### src/assert_macros.svh
// Assertion macros used by the top-level RTL file
`ifndef ASSERT_MACROS_SVH
`define ASSERT_MACROS_SVH
`ifndef ASSERT_OFF
// same-cycle implication
`define ASSERT_IMPLIES(label, clk, rst_n, ante, cons) \
	label: assert property (@(posedge clk) disable iff (!rst_n) (ante) |-> (cons)) \
	else $error("assertion failed");
// next-cycle implication
`define ASSERT_NEXT(label, clk, rst_n, ante, cons) \
	label: assert property (@(posedge clk) disable iff (!rst_n) (ante) |=> (cons)) \
	else $error("assertion failed");
`else
`define ASSERT_IMPLIES(label, clk, rst_n, ante, cons)
`define ASSERT_NEXT(label, clk, rst_n, ante, cons)
`endif
`endif

### src/ssp_pkg.sv
// Types and constants of the servo pulse controller
package ssp_pkg;
	localparam int BYTE_W     = 8;
	localparam int WIDTH_W    = 16;
	localparam int ANGLE_W    = 13;
	localparam int ACCUM_W    = 12;
	localparam int TPD_W      = 8;
	localparam int DOG_W      = 24;
	localparam int CFG_IDX_W  = 3;
	localparam int CFG_DATA_W = 24;

	// configuration register indexes
	typedef enum logic [CFG_IDX_W-1:0] {
		REG_PERIOD,
		REG_BASE,
		REG_TPD,
		REG_MID,
		REG_WDOG
	} cfg_reg_t;

	// item kinds
	localparam logic CMD_TICK = 1'b0;
	localparam logic CMD_BYTE = 1'b1;

	localparam logic [WIDTH_W-1:0] PERIOD_RST = 16'd40000;
	localparam logic [WIDTH_W-1:0] BASE_RST   = 16'd2000;
	localparam logic [TPD_W-1:0]   TPD_RST    = 8'd11;
	localparam logic [WIDTH_W-1:0] MID_RST    = 16'd3000;
	localparam logic [DOG_W-1:0]   WDOG_RST   = 24'd8000000;
	localparam logic [WIDTH_W-1:0] WIDTH_RST  = 16'd2000;
	localparam logic [ACCUM_W-1:0] ANGLE_LIMIT = 12'd3454;

	// ASCII codes
	localparam logic [BYTE_W-1:0] CH_NEWLINE = 8'h0A;
	localparam logic [BYTE_W-1:0] CH_TAB     = 8'h09;
	localparam logic [BYTE_W-1:0] CH_VTAB    = 8'h0B;
	localparam logic [BYTE_W-1:0] CH_FFEED   = 8'h0C;
	localparam logic [BYTE_W-1:0] CH_CR      = 8'h0D;
	localparam logic [BYTE_W-1:0] CH_SPACE   = 8'h20;
	localparam logic [BYTE_W-1:0] CH_PLUS    = 8'h2B;
	localparam logic [BYTE_W-1:0] CH_MINUS   = 8'h2D;
	localparam logic [BYTE_W-1:0] CH_ZERO    = 8'h30;
	localparam logic [BYTE_W-1:0] CH_NINE    = 8'h39;

	typedef enum logic [1:0] {
		PH_BLANK,
		PH_DIGIT,
		PH_STOP
	} parse_phase_t;

	typedef struct packed {
		logic [WIDTH_W-1:0] period_ticks;
		logic [WIDTH_W-1:0] pulse_base;
		logic [TPD_W-1:0]   ticks_per_degree;
		logic [WIDTH_W-1:0] safe_width;
		logic [DOG_W-1:0]   watchdog_ticks;
	} cfg_t;

	// pulse width update from a completed command line
	typedef struct packed {
		logic               load;
		logic [WIDTH_W-1:0] width;
	} width_load_t;
endpackage

### src/ssp_ifs.sv
// Channel interfaces: input items, results and configuration writes
interface ssp_item_if;
	logic                       valid;
	logic                       ready;
	logic                       command;
	logic [ssp_pkg::BYTE_W-1:0] rx_byte;

	modport source (output valid, command, rx_byte, input ready);
	modport sink (input valid, command, rx_byte, output ready);
endinterface

interface ssp_result_if;
	logic                              valid;
	logic                              ready;
	logic                              servo_pin;
	logic [ssp_pkg::WIDTH_W-1:0]       pulse_width;
	logic signed [ssp_pkg::ANGLE_W-1:0] last_angle;
	logic                              watchdog_alive;
	logic                              watchdog_fired;

	modport source (output valid, servo_pin, pulse_width, last_angle, watchdog_alive,
		watchdog_fired, input ready);
	modport sink (input valid, servo_pin, pulse_width, last_angle, watchdog_alive,
		watchdog_fired, output ready);
endinterface

interface ssp_cfg_if;
	logic                           valid;
	logic                           ready;
	logic [ssp_pkg::CFG_IDX_W-1:0]  index;
	logic [ssp_pkg::CFG_DATA_W-1:0] data;

	modport source (output valid, index, data, input ready);
	modport sink (input valid, index, data, output ready);
endinterface

### src/ssp_parser.sv
// Decimal line parser: accumulates the value, on newline loads the width or drops keep-alive
module ssp_parser (
	input  logic                               clk,
	input  logic                               arst_n,
	input  logic                               take,
	input  logic [ssp_pkg::BYTE_W-1:0]         rx_byte,
	input  ssp_pkg::cfg_t                      cfg,
	output ssp_pkg::width_load_t               wload,
	output logic signed [ssp_pkg::ANGLE_W-1:0] angle_next,
	output logic                               alive_next,
	output logic                               alive_cur
);
	import ssp_pkg::*;

	logic [ACCUM_W-1:0]        accum_q, accum_n;
	logic                      minus_q, minus_n;
	parse_phase_t              phase_q, phase_n;
	logic signed [ANGLE_W-1:0] angle_q, angle_n;
	logic                      alive_q, alive_n;

	logic                      is_digit, is_blank, is_sign, in_digits;
	logic [ACCUM_W+TPD_W-1:0]  prod;
	logic [ACCUM_W+TPD_W:0]    width_sum;
	logic [WIDTH_W-1:0]        dec;
	logic signed [ANGLE_W-1:0] mag;

	always_comb begin
		is_digit = (rx_byte >= CH_ZERO) && (rx_byte <= CH_NINE);
		is_blank = (rx_byte == CH_TAB) || (rx_byte == CH_VTAB) || (rx_byte == CH_FFEED) ||
			(rx_byte == CH_CR) || (rx_byte == CH_SPACE);
		is_sign  = (rx_byte == CH_PLUS) || (rx_byte == CH_MINUS);
		prod      = accum_q * cfg.ticks_per_degree;
		width_sum = {{(ACCUM_W+TPD_W+1-WIDTH_W){1'b0}}, cfg.pulse_base} + {1'b0, prod};
		// accum * 10 + digit
		dec = ({{(WIDTH_W-ACCUM_W){1'b0}}, accum_q} << 3) +
			({{(WIDTH_W-ACCUM_W){1'b0}}, accum_q} << 1) +
			{{(WIDTH_W-4){1'b0}}, rx_byte[3:0]};
		mag = signed'({1'b0, accum_q});
		// a first non-blank that is not a sign is handled as a digit-phase byte at once
		in_digits = (phase_q == PH_DIGIT) || ((phase_q == PH_BLANK) && !is_blank && !is_sign);

		accum_n = accum_q;
		minus_n = minus_q;
		phase_n = phase_q;
		angle_n = angle_q;
		alive_n = alive_q;
		wload   = '0;

		if (take) begin
			if (rx_byte == CH_NEWLINE) begin
				angle_n = minus_q ? -mag : mag;
				if (minus_q && (accum_q != '0)) begin
					alive_n = 1'b0;
				end else begin
					wload.load  = 1'b1;
					wload.width = (width_sum > {{(ACCUM_W+TPD_W+1-WIDTH_W){1'b0}}, {WIDTH_W{1'b1}}})
						? {WIDTH_W{1'b1}} : width_sum[WIDTH_W-1:0];
				end
				accum_n = '0;
				minus_n = 1'b0;
				phase_n = PH_BLANK;
			end else begin
				if ((phase_q == PH_BLANK) && !is_blank) begin
					phase_n = PH_DIGIT;
					if (rx_byte == CH_MINUS)
						minus_n = 1'b1;
				end
				if (in_digits) begin
					if (is_digit)
						accum_n = (dec > {{(WIDTH_W-ACCUM_W){1'b0}}, ANGLE_LIMIT})
							? ANGLE_LIMIT : dec[ACCUM_W-1:0];
					else
						phase_n = PH_STOP;
				end
			end
		end
	end

	always_ff @(posedge clk or negedge arst_n) begin
		if (!arst_n) begin
			accum_q <= '0;
			minus_q <= 1'b0;
			phase_q <= PH_BLANK;
			angle_q <= '0;
			alive_q <= 1'b1;
		end else begin
			accum_q <= accum_n;
			minus_q <= minus_n;
			phase_q <= phase_n;
			angle_q <= angle_n;
			alive_q <= alive_n;
		end
	end

	assign angle_next = angle_n;
	assign alive_next = alive_n;
	assign alive_cur  = alive_q;
endmodule

### src/ssp_pwm.sv
// Pulse phase timer and watchdog
module ssp_pwm (
	input  logic                        clk,
	input  logic                        arst_n,
	input  logic                        tick,
	input  ssp_pkg::width_load_t        wload,
	input  logic                        alive,
	input  ssp_pkg::cfg_t               cfg,
	output logic                        pin_next,
	output logic [ssp_pkg::WIDTH_W-1:0] width_next,
	output logic                        fired
);
	import ssp_pkg::*;

	logic               pin_q, pin_n;
	logic [WIDTH_W-1:0] pc_q, pc_n;
	logic [WIDTH_W-1:0] width_q, width_n;
	logic [DOG_W-1:0]   dog_q, dog_n;
	logic [DOG_W-1:0]   dog_base, dog_inc;
	logic [WIDTH_W-1:0] len;

	always_comb begin
		pin_n    = pin_q;
		pc_n     = pc_q;
		width_n  = width_q;
		dog_n    = dog_q;
		dog_base = dog_q;
		dog_inc  = '0;
		len      = '0;
		fired    = 1'b0;

		if (wload.load)
			width_n = wload.width;

		if (tick) begin
			if (pc_q == '0) begin
				// phase boundary
				pin_n = ~pin_q;
				if (pin_n)
					len = width_q;
				else
					len = (cfg.period_ticks > width_q) ? (cfg.period_ticks - width_q) : '0;
				pc_n = (len == '0) ? '0 : (len - 1'b1);
				if (alive)
					dog_base = '0;
			end else begin
				pc_n = pc_q - 1'b1;
			end
			dog_inc = dog_base + 1'b1;
			if (dog_inc >= cfg.watchdog_ticks) begin
				fired   = 1'b1;
				width_n = cfg.safe_width;
				dog_n   = '0;
			end else begin
				dog_n = dog_inc;
			end
		end
	end

	always_ff @(posedge clk or negedge arst_n) begin
		if (!arst_n) begin
			pin_q   <= 1'b0;
			pc_q    <= '0;
			width_q <= WIDTH_RST;
			dog_q   <= '0;
		end else begin
			pin_q   <= pin_n;
			pc_q    <= pc_n;
			width_q <= width_n;
			dog_q   <= dog_n;
		end
	end

	assign pin_next   = pin_n;
	assign width_next = width_n;
endmodule

### src/serial_servo_pulse_controller_unit.sv
// Top level of the servo pulse controller with ASCII command parser
//
//  channel | dir  | carries                                          | handshake
//  --------+------+--------------------------------------------------+-----------
//  item    | sink | command (tick/byte), rx_byte                     | valid/ready
//  result  | src  | servo_pin, pulse_width, last_angle, wd alive/fired | valid/ready
//  cfg     | sink | index (0..4), data (24 bits)                     | valid/ready
//
// One result per request. The request is registered, then parser/timer logic
// runs combinationally into the result register.
// Throughput is one request per clock; a new request is taken while a finished
// result waits, and the pipeline holds only when the result register is full
// and not taken. Configuration is always ready and takes effect next cycle.
// Asynchronous reset restores the register defaults and the line state.
`include "assert_macros.svh"

module serial_servo_pulse_controller_unit (
	input  logic          clk,
	input  logic          arst_n,
	ssp_item_if.sink      item,
	ssp_result_if.source  result,
	ssp_cfg_if.sink       cfg
);
	import ssp_pkg::*;

	// configuration registers
	cfg_t cfg_q;

	// request stage
	logic              valid_s1;
	logic              command_s1;
	logic [BYTE_W-1:0] byte_s1;

	// result stage
	logic                      valid_s2;
	logic                      pin_s2;
	logic [WIDTH_W-1:0]        width_s2;
	logic signed [ANGLE_W-1:0] angle_s2;
	logic                      alive_s2;
	logic                      fired_s2;

	logic                      advance, consume, tick, take;
	width_load_t               wload;
	logic signed [ANGLE_W-1:0] angle_next;
	logic                      alive_next, alive_cur;
	logic                      pin_next, fired;
	logic [WIDTH_W-1:0]        width_next;

	// result register frees when empty or being taken
	assign advance    = !valid_s2 || result.ready;
	assign consume    = valid_s1 && advance;
	assign tick       = consume && (command_s1 == CMD_TICK);
	assign take       = consume && (command_s1 == CMD_BYTE);
	assign item.ready = !valid_s1 || advance;
	assign cfg.ready  = 1'b1;

	// register writes; unknown indexes are dropped
	always_ff @(posedge clk or negedge arst_n) begin
		if (!arst_n) begin
			cfg_q.period_ticks     <= PERIOD_RST;
			cfg_q.pulse_base       <= BASE_RST;
			cfg_q.ticks_per_degree <= TPD_RST;
			cfg_q.safe_width       <= MID_RST;
			cfg_q.watchdog_ticks   <= WDOG_RST;
		end else if (cfg.valid) begin
			unique case (cfg.index)
				REG_PERIOD: cfg_q.period_ticks     <= cfg.data[WIDTH_W-1:0];
				REG_BASE:   cfg_q.pulse_base       <= cfg.data[WIDTH_W-1:0];
				REG_TPD:    cfg_q.ticks_per_degree <= cfg.data[TPD_W-1:0];
				REG_MID:    cfg_q.safe_width       <= cfg.data[WIDTH_W-1:0];
				REG_WDOG:   cfg_q.watchdog_ticks   <= cfg.data[DOG_W-1:0];
				default: ;
			endcase
		end
	end

	// request register
	always_ff @(posedge clk or negedge arst_n) begin
		if (!arst_n) begin
			valid_s1 <= 1'b0;
		end else if (item.ready) begin
			valid_s1 <= item.valid;
		end
	end

	always_ff @(posedge clk) begin
		if (item.valid && item.ready) begin
			command_s1 <= item.command;
			byte_s1    <= item.rx_byte;
		end
	end

	ssp_parser u_parser (
		.clk        (clk),
		.arst_n     (arst_n),
		.take       (take),
		.rx_byte    (byte_s1),
		.cfg        (cfg_q),
		.wload      (wload),
		.angle_next (angle_next),
		.alive_next (alive_next),
		.alive_cur  (alive_cur)
	);

	ssp_pwm u_pwm (
		.clk        (clk),
		.arst_n     (arst_n),
		.tick       (tick),
		.wload      (wload),
		.alive      (alive_cur),
		.cfg        (cfg_q),
		.pin_next   (pin_next),
		.width_next (width_next),
		.fired      (fired)
	);

	// result register: state after the request
	always_ff @(posedge clk or negedge arst_n) begin
		if (!arst_n) begin
			valid_s2 <= 1'b0;
		end else if (advance) begin
			valid_s2 <= valid_s1;
		end
	end

	always_ff @(posedge clk) begin
		if (consume) begin
			pin_s2   <= pin_next;
			width_s2 <= width_next;
			angle_s2 <= angle_next;
			alive_s2 <= alive_next;
			fired_s2 <= tick && fired;
		end
	end

	assign result.valid          = valid_s2;
	assign result.servo_pin      = pin_s2;
	assign result.pulse_width    = width_s2;
	assign result.last_angle     = angle_s2;
	assign result.watchdog_alive = alive_s2;
	assign result.watchdog_fired = fired_s2;

	// a fired watchdog reports the safe width
	`ASSERT_NEXT(a_fire_mid, clk, arst_n, tick && fired, width_s2 == $past(cfg_q.safe_width))
	// keep-alive, once dropped, stays dropped
	`ASSERT_NEXT(a_alive_sticky, clk, arst_n, !alive_cur, !alive_cur)
	// an empty request stage always takes a request
	`ASSERT_IMPLIES(a_ready_empty, clk, arst_n, !valid_s1, item.ready)
	// parsed value stays within its saturation bounds
	`ASSERT_IMPLIES(a_angle_range, clk, arst_n, valid_s2,
		(angle_s2 <= 13'sd3454) && (angle_s2 >= -13'sd3454))
endmodule
### src/flat_wrapper.sv
// flat-port wrapper written by rule: the top's interface ports become plain ports
module serial_servo_pulse_controller_unit_flat import ssp_pkg::*;
  (clk, arst_n, item_valid, item_command, item_rx_byte, item_ready, result_valid, result_servo_pin, result_pulse_width, result_last_angle, result_watchdog_alive, result_watchdog_fired, result_ready, cfg_valid, cfg_index, cfg_data, cfg_ready);
  ssp_item_if item_i ();
  ssp_result_if result_i ();
  ssp_cfg_if cfg_i ();
  input  logic clk;
  input  logic arst_n;
  input wire logic [$bits(item_i.valid)-1:0] item_valid;
  input wire logic [$bits(item_i.command)-1:0] item_command;
  input wire logic [$bits(item_i.rx_byte)-1:0] item_rx_byte;
  output wire logic [$bits(item_i.ready)-1:0] item_ready;
  output wire logic [$bits(result_i.valid)-1:0] result_valid;
  output wire logic [$bits(result_i.servo_pin)-1:0] result_servo_pin;
  output wire logic [$bits(result_i.pulse_width)-1:0] result_pulse_width;
  output wire logic [$bits(result_i.last_angle)-1:0] result_last_angle;
  output wire logic [$bits(result_i.watchdog_alive)-1:0] result_watchdog_alive;
  output wire logic [$bits(result_i.watchdog_fired)-1:0] result_watchdog_fired;
  input wire logic [$bits(result_i.ready)-1:0] result_ready;
  input wire logic [$bits(cfg_i.valid)-1:0] cfg_valid;
  input wire logic [$bits(cfg_i.index)-1:0] cfg_index;
  input wire logic [$bits(cfg_i.data)-1:0] cfg_data;
  output wire logic [$bits(cfg_i.ready)-1:0] cfg_ready;
  assign item_i.valid = item_valid;
  assign item_i.command = item_command;
  assign item_i.rx_byte = item_rx_byte;
  assign item_ready = item_i.ready;
  assign result_valid = result_i.valid;
  assign result_servo_pin = result_i.servo_pin;
  assign result_pulse_width = result_i.pulse_width;
  assign result_last_angle = result_i.last_angle;
  assign result_watchdog_alive = result_i.watchdog_alive;
  assign result_watchdog_fired = result_i.watchdog_fired;
  assign result_i.ready = result_ready;
  assign cfg_i.valid = cfg_valid;
  assign cfg_i.index = cfg_index;
  assign cfg_i.data = cfg_data;
  assign cfg_ready = cfg_i.ready;
  serial_servo_pulse_controller_unit u_core (.clk(clk), .arst_n(arst_n), .item(item_i), .result(result_i), .cfg(cfg_i));
endmodule
### config.mk
export PLATFORM = sky130hd
export DESIGN_NAME = serial_servo_pulse_controller_unit_flat
export DESIGN_NICKNAME = d
export VERILOG_FILES = /design/src/ssp_pkg.sv /design/src/ssp_ifs.sv /design/src/ssp_parser.sv /design/src/ssp_pwm.sv /design/src/serial_servo_pulse_controller_unit.sv /design/src/flat_wrapper.sv
export VERILOG_INCLUDE_DIRS = /design/src /design/src/src
export SDC_FILE = /design/constraint.sdc
export NUM_CORES = 1
export LEC_CHECK = 0
export BUFFER_PORTS_ARGS = -buffer_cell sky130_fd_sc_hd__buf_2
export CAP_MARGIN = 40
export CELL_PAD_IN_SITES_DETAIL_PLACEMENT = 0
export CELL_PAD_IN_SITES_GLOBAL_PLACEMENT = 1
export CORE_MARGIN = 8
export CORE_UTILIZATION = 50
export CTS_BUF_LIST = sky130_fd_sc_hd__clkbuf_2
export DETAILED_ROUTE_END_ITERATION = 7
export PLACE_DENSITY = 0.9
export SYNTH_ARGS = -nofsm -noshare
export SYNTH_HDL_FRONTEND = slang
export SYNTH_SLANG_ARGS = --single-unit
### constraint.sdc
create_clock -name clk -period 6.4 [get_ports clk]
set_input_delay 0 -clock clk [delete_from_list [all_inputs] [get_ports clk]]
set_output_delay 0 -clock clk [all_outputs]
set_load 0.05 [all_outputs]
# == Word-level counts from Yosys, hierarchy flattened ==
# Cells that the tools add are included.
# totals
regBits,209
input_bits,41
output_inout_bits,35
elab_cells,128
# op_classes
add_sub_neg,8
mul,1
order_cmp,6
n_eq_ne,13
n_mux,38
bitwise,2
n_reduce_logical,37
# op_table
op,n
16-bit 2-to-1 mux,10
24-bit 2-to-1 mux,4
17-bit 2-to-1 mux,3
12-bit 2-to-1 mux,4
"8-bit by 4-bit == test with 1-bit output, second input constant",5
13-bit 2-to-1 mux,3
16-bit zero test,2
"16-bit by 1-bit subtractor with 16-bit output, second input constant",2
"24-bit by 1-bit adder with 24-bit output, second input constant",1
"8-bit by 6-bit == test with 1-bit output, second input constant",3
24-bit >= comparator,1
16-bit by 20-bit adder with 21-bit output,1
"21-bit by 16-bit > comparator with 1-bit output, second input constant",1
12-bit by 8-bit multiplier with 20-bit output,1
15-bit by 13-bit adder with 16-bit output,1
16-bit by 4-bit adder with 16-bit output,1
"16-bit by 12-bit > comparator with 1-bit output, second input constant",1
16-bit > comparator,1
16-bit subtractor,1
12-bit negation with 13-bit output,1
12-bit nonzero test,1
1-bit 2-to-1 mux,10
2-bit AND reduction,5
1-bit logical AND,9
other kinds (14),33

# == Depth between registers and ports, before layout ==
# logic_depth
word_depth,11
mapped_depth,23
depth_no_buf,21

# == Cells and area by module ==
# A second synthesis with hierarchy kept.
# unflattened
hier_cells,1667
hier_area_um2,16430.8
# by_module_without_submodules
mod,n_inst,cells_per_inst,area_each_um2,seq_area_each_um2
ssp_parser,1,700,6157.2,726.9
ssp_pwm,1,738,5806.8,1433.9
serial_servo_pulse_controller_unit,1,229,4466.8,3318.2

# == Worst setup path after synthesis ==
# Ideal clock, no wire load.
# synth_timing
path_kind,register to register
start,reg u_core.cfg_q[41] (netlist name)
end,"reg u_core.width_s2[10], in the netlist u_core.result.pulse_width[10] (data pin)"
setup_time_ns,0.265
arrival_ns,5.179
t_required_ns,6.135
slack_ns,0.956
path_stages_with_launch,21
n_path_buf,2
cell_sequence,dfstp_2 -> clkbuf_1 -> nand2_1 -> fa_1 -> inv_1 -> fa_1 -> fa_1 -> inv_1 -> fa_1 -> inv_1 -> ha_1 -> or3_1 -> nor3_1 -> o21ai_0 -> a2111oi_0 -> o41ai_1 -> mux2i_1 -> o211ai_2 -> buf_2 -> nor2_1 -> nor3_1
# synth_via
elab_chain_cells,10
# synth_lines
element,line_no,rtl
"start, declared",serial_servo_pulse_controller_unit.sv:27,cfg_t cfg_q;
12-bit by 8-bit multiplier with 20-bit output *,ssp_parser.sv:32,prod = accum_q * cfg.ticks_per_degree;
16-bit by 20-bit adder with 21-bit output *,ssp_parser.sv:33,"width_sum = {{(ACCUM_W+TPD_W+1-WIDTH_W){1'b0}}, cfg.pulse_base} + {1'b0, prod};"
21-bit by 16-bit > comparator with 1-bit output,ssp_parser.sv:56,"wload.width = (width_sum > {{(ACCUM_W+TPD_W+1-WIDTH_W){1'b0}}, {WIDTH_W{1'b1}}})"
16-bit 2-to-1 mux *,ssp_parser.sv:57,? {WIDTH_W{1'b1}} : width_sum[WIDTH_W-1:0];
17-bit 2-to-1 mux *,ssp_parser.sv:52,if (minus_q && (accum_q != '0)) begin
17-bit 2-to-1 mux *,ssp_parser.sv:50,if (rx_byte == CH_NEWLINE) begin
17-bit 2-to-1 mux *,ssp_parser.sv:49,if (take) begin
16-bit 2-to-1 mux *,ssp_pwm.sv:32,if (wload.load)
16-bit 2-to-1 mux,ssp_pwm.sv:50,if (dog_inc >= cfg.watchdog_ticks) begin
16-bit 2-to-1 mux *,ssp_pwm.sv:35,if (tick) begin
"net u_core.u_pwm.width_next, one bit",ssp_pwm.sv:10,"output logic [ssp_pkg::WIDTH_W-1:0] width_next,"
"end signal, assigned",serial_servo_pulse_controller_unit.sv:129,width_s2 <= width_next;
"end, declared",serial_servo_pulse_controller_unit.sv:37,logic [WIDTH_W-1:0] width_s2;
# Mark *: on every way through the listed nets, which the timed path passes. The rest lies on a longest branch.
# A chain may end at the register's enable or synchronous reset.

# == Worst setup path after layout ==
# layout_timing
start,reg u_core.cfg_q[46] (netlist name)
end,"reg u_core.width_s2[9], in the netlist u_core.result.pulse_width[9] (data pin)"
# Same word-level chain as after synthesis.

==> results.sh <==
export IMPL_outcome="complete, no violations"
export IMPL_worstSetupEndpointType="flip-flop"
export IMPL_min_delay_path_class="in2reg"
export IMPL_initial_core_util_pct=50.3
export IMPL_total_power_divided_by_cell_area_mw_per_mm2=309
export IMPL_min_period_ns=5.94
export IMPL_yosysWarnings=0
export IMPL_final_hold_violation_count=0
export IMPL_num_rows=65
export IMPL_slew_limit_headroom_pct=42.2
export IMPL_timing_final_crit_share_pct=92.7
export IMPL_design_final_nets=2123
export IMPL_gr_total_overflow=0
export IMPL_post_synth_instance_area_mm2=0.0157
export IMPL_cts_sink_count=209
export IMPL_routed_wirelength_mm=42.6
export IMPL_critical_path_cell_chain="and2_1 -> fa_1 -> fa_1 -> fa_1 -> inv_1 -> fa_1 -> inv_1 -> ha_1 -> or3_1 -> nor3_1 -> o21ai_0 -> a2111oi_0 -> o41ai_1 -> mux2i_1 -> o211ai_2 -> nor2_1 -> nor3_1"
export IMPL_core_area_mm2=0.0312
export IMPL_worst_pin_slew_ns=0.861
export IMPL_place_hpwl_mm=30.4
export IMPL_post_cts_resized=0
export IMPL_async_flop_share_pct=80.4
export IMPL_syn_to_final_growth_pct=16.1
export IMPL_cts_htree_levels=2
export IMPL_rsz0062_at_grt="false"
export IMPL_routabilityCongestion=0.910
export IMPL_timing_hold_ws_ns=0.0947
export IMPL_die_y_um=193
export IMPL_die_w_um=193
export IMPL_slew_violations=0
export IMPL_synth_yosys_seq_area_share_pct=34.9
export IMPL_sequential_cell_area_mm2=0.00548
export IMPL_final_layout_size_suffix_gt1_share_pct=16.1
export IMPL_multi_input_area_mm2=0.00923
export IMPL_synth_distinct_cells=83
export IMPL_total_global_routing_track_utilization_pct=22.9
export IMPL_synth_net_count=1924
export IMPL_skew_ns=0.129
export IMPL_synth_avg_cell_area_um2=9.28
export IMPL_root_cell_of_the_clock_tree="clkbuf_2"
export IMPL_antenna_found_initial=5
export IMPL_critical_path_class="reg2reg"
export IMPL_maxCapViolations=0
export IMPL_synth_top_cells_by_area="dfrtp_1 21%, fa_1 10%, ha_1 8.8%"
export IMPL_routed_wire_length_per_instance_um=18.2
export IMPL_final_total_negative_setup_slack_ns=0
export IMPL_drc=0
export IMPL_grt_pass1_wl_mm=70.5
export IMPL_worst_setup_path_start_kind="flip-flop"
export IMPL_max_rail_drop_vdd_mv=0.163
export IMPL_ports_placed_on_the_boundary=76
export IMPL_clock_latency_ns=0.97
export IMPL_antenna_violating_nets_post_route=0
export IMPL_netlist_top_cell_by_area="dfrtp_1"
export IMPL_fmax_ghz=0.168
export IMPL_crit_path_top_delay_cell="a2111oi_0"
export IMPL_synth_enable_flop_cells=41
export IMPL_tritoncts_num_buffers=57
export IMPL_netlist_instances=1693
export IMPL_die_area_mm2=0.0373
export IMPL_io_buffer_count=74
export IMPL_worst_endpoint_required_ns=7.01
export IMPL_post_drt_via_cell_ratio=5.55
export IMPL_ys_ff_latch=209
export IMPL_num_fill_cells=2746
export IMPL_worst_ep_arrival_time_ns=6.54
export IMPL_num_vias=13016
export IMPL_ys_dominant_reg_cell="dfrtp_1"
export IMPL_grt_pass1_vias=13481
export IMPL_tritoncts="built"
export IMPL_slowest_delay_ns=0.57
export IMPL_ctsLongestPathBuffers=3
export IMPL_leakage_nw=8.55
export IMPL_post_synth_top_area_fraction_pct=21.2
export IMPL_crit_top_cell="fa_1"
export IMPL_drtPass1Iterations=5
export IMPL_drt_iter0_markers=836
export IMPL_setup_violations_final=0
export IMPL_clkTransAtPathRegs_ns=0.13
export IMPL_grt_start_max_net_pins=80
export IMPL_critPathMaxFanout=16
[cell type report]
cell class                      count  area share (%)
Antenna cell                        2          0.0275
Clock buffer                       82            2.25
Clock inverter                     25           0.625
Inverter                          183            3.77
Multi-Input combinational cell   1223            50.6
Sequential cell                   209            30.1
Tap cell                          402            2.76
Timing Repair Buffer              218            9.87
[registers in the layout, summed over array words and instances (netlist names)]
signal,count
u_core.byte_s1,8
u_core.cfg_q,80
u_core.command_s1,1
u_core.result.last_angle,13
u_core.result.pulse_width,16
u_core.result.servo_pin,1
u_core.result.valid,1
u_core.result.watchdog_alive,1
u_core.result.watchdog_fired,1
u_core.u_parser.accum_q,12
u_core.u_parser.alive_cur,1
u_core.u_parser.angle_q,13
u_core.u_parser.minus_q,1
u_core.u_parser.phase_q,2
u_core.u_pwm.dog_q,24
u_core.u_pwm.pc_q,16
u_core.u_pwm.pin_q,1
u_core.u_pwm.width_q,16
u_core.valid_s1,1
[repair_timing]
item | CTS | global route
hold buffers | 113 | 0
setup buffers | 0 | 0
hold endpoints to repair | 263 | 0
[cells in the final DEF, fill, tap and decap left out, drive strengths merged, types with 8 or more instances in the layout]
| cell | Yosys | routed |
|---|---|---|
| or3 | 16 | 16 |
| clkinv | 0 | 24 |
| buf | 19 | 106 |
| and3 | 15 | 15 |
| a21o | 27 | 27 |
| clkbuf | 59 | 82 |
| dfstp | 35 | 35 |
| dfrtp | 133 | 133 |
| o211ai | 13 | 13 |
| nor4 | 9 | 9 |
| nor2 | 90 | 90 |
| o21ai | 117 | 117 |
| nand4 | 18 | 18 |
| edfxtp | 41 | 41 |
| a21oi | 81 | 81 |
| nand2b | 14 | 14 |
| nor3 | 62 | 62 |
| inv | 183 | 184 |
| ha | 111 | 111 |
| nor2b | 11 | 11 |
| a211oi | 22 | 22 |
| xor2 | 32 | 32 |
| nand2 | 197 | 197 |
| o21a | 8 | 8 |
| a31oi | 9 | 9 |
| nand3 | 36 | 36 |
| xnor2 | 33 | 33 |
| fa | 79 | 79 |
| mux2 | 47 | 47 |
| and2 | 64 | 64 |
| dlygate4sd3 | 0 | 112 |
| a2bb2oi | 11 | 11 |
| o31ai | 12 | 12 |
[per-layer routing]
layer  vias to the layer above  global-route usage (%)  part of all wire [%]
met4                         0                    8.95                   3.0
met3                        76                    3.78                   5.9
met1                      6318                    29.1                    43
met5                         -                       0                     0
met2                       378                    38.7                    48
li1                       6244                       -                     -
[metrics by stage]
stage	area [um2]	util, %	std cells	worst slack, ns	power (W)
detailed placement	16600	53.0	2122	0.495	0.00458
finish	18200	58.4	2344	0.465	0.00563
CTS	18200	58.4	2342	0.428	0.00564
global placement	16500	52.7	2117	0.585	0.00452
floorplan	15700	-	1693	0.956	0.00392
global route	18200	58.4	2344	0.0172	0.00608
[kinds of logic after synthesis]
group / synth area share, %
xor+xnor: 3.62
buf+inv: 6.51
flops: 34.9
mux: 3.82
simple gates: 17.0
compound gates: 15.2
other cells: 0.0239
fa+ha+maj: 18.9
[critical path: cells and delay by family, from the launching register on]
family,cells,cell delay (ns)
fa+ha+maj,5,2.31
compound gates,4,1.31
simple gates,5,1.11
flops,1,0.52
mux,1,0.21
buf+inv,2,0.09
[final timing paths]
path,from,endpoint,slack (ns),depth (start not counted)
worst max-delay path,u_core.cfg_q[46],u_core.result.pulse_width[9],0.46,17
worst min-delay path,cfg_data[7],u_core.cfg_q[31],0.09,3
worst max register to register,u_core.cfg_q[46],u_core.result.pulse_width[9],0.46,17
worst min register to register,u_core.u_parser.angle_q[11],u_core.u_parser.angle_q[11],0.50,2
max in group asynchronous,arst_n,u_core.cfg_q[70],4.30,8
min in group asynchronous,arst_n,u_core.cfg_q[59],0.61,5
[report_power, final]
| group | leakage [nW] | switching [W] | internal (W) | total (W) |
|---|---|---|---|---|
| sequential | 2.46 | 0.000270 | 0.00169 | 0.00196 |
| clock | 0.404 | 0.000600 | 0.000357 | 0.000957 |
| combinational | 5.69 | 0.00166 | 0.00105 | 0.00271 |
| total | 8.55 | 0.00252 | 0.00310 | 0.00563 |
[cell usage after synthesis, types with 14 or more instances]
cell type	number
dfstp_2	35
fa_1	79
a21o_1	27
edfxtp_1	41
a211oi_1	21
a21oi_1	73
nand2_1	197
nor3_1	62
dfrtp_1	133
nor2_1	90
xor2_1	32
nand3_1	35
inv_1	182
and2_1	64
ha_1	111
mux2_2	47
xnor2_1	33
or3_1	16
and3_1	15
clkbuf_1	59
nand4_1	17
o21ai_0	112
nand2b_1	14
Note: power is estimated with default switching activity, not from simulation.
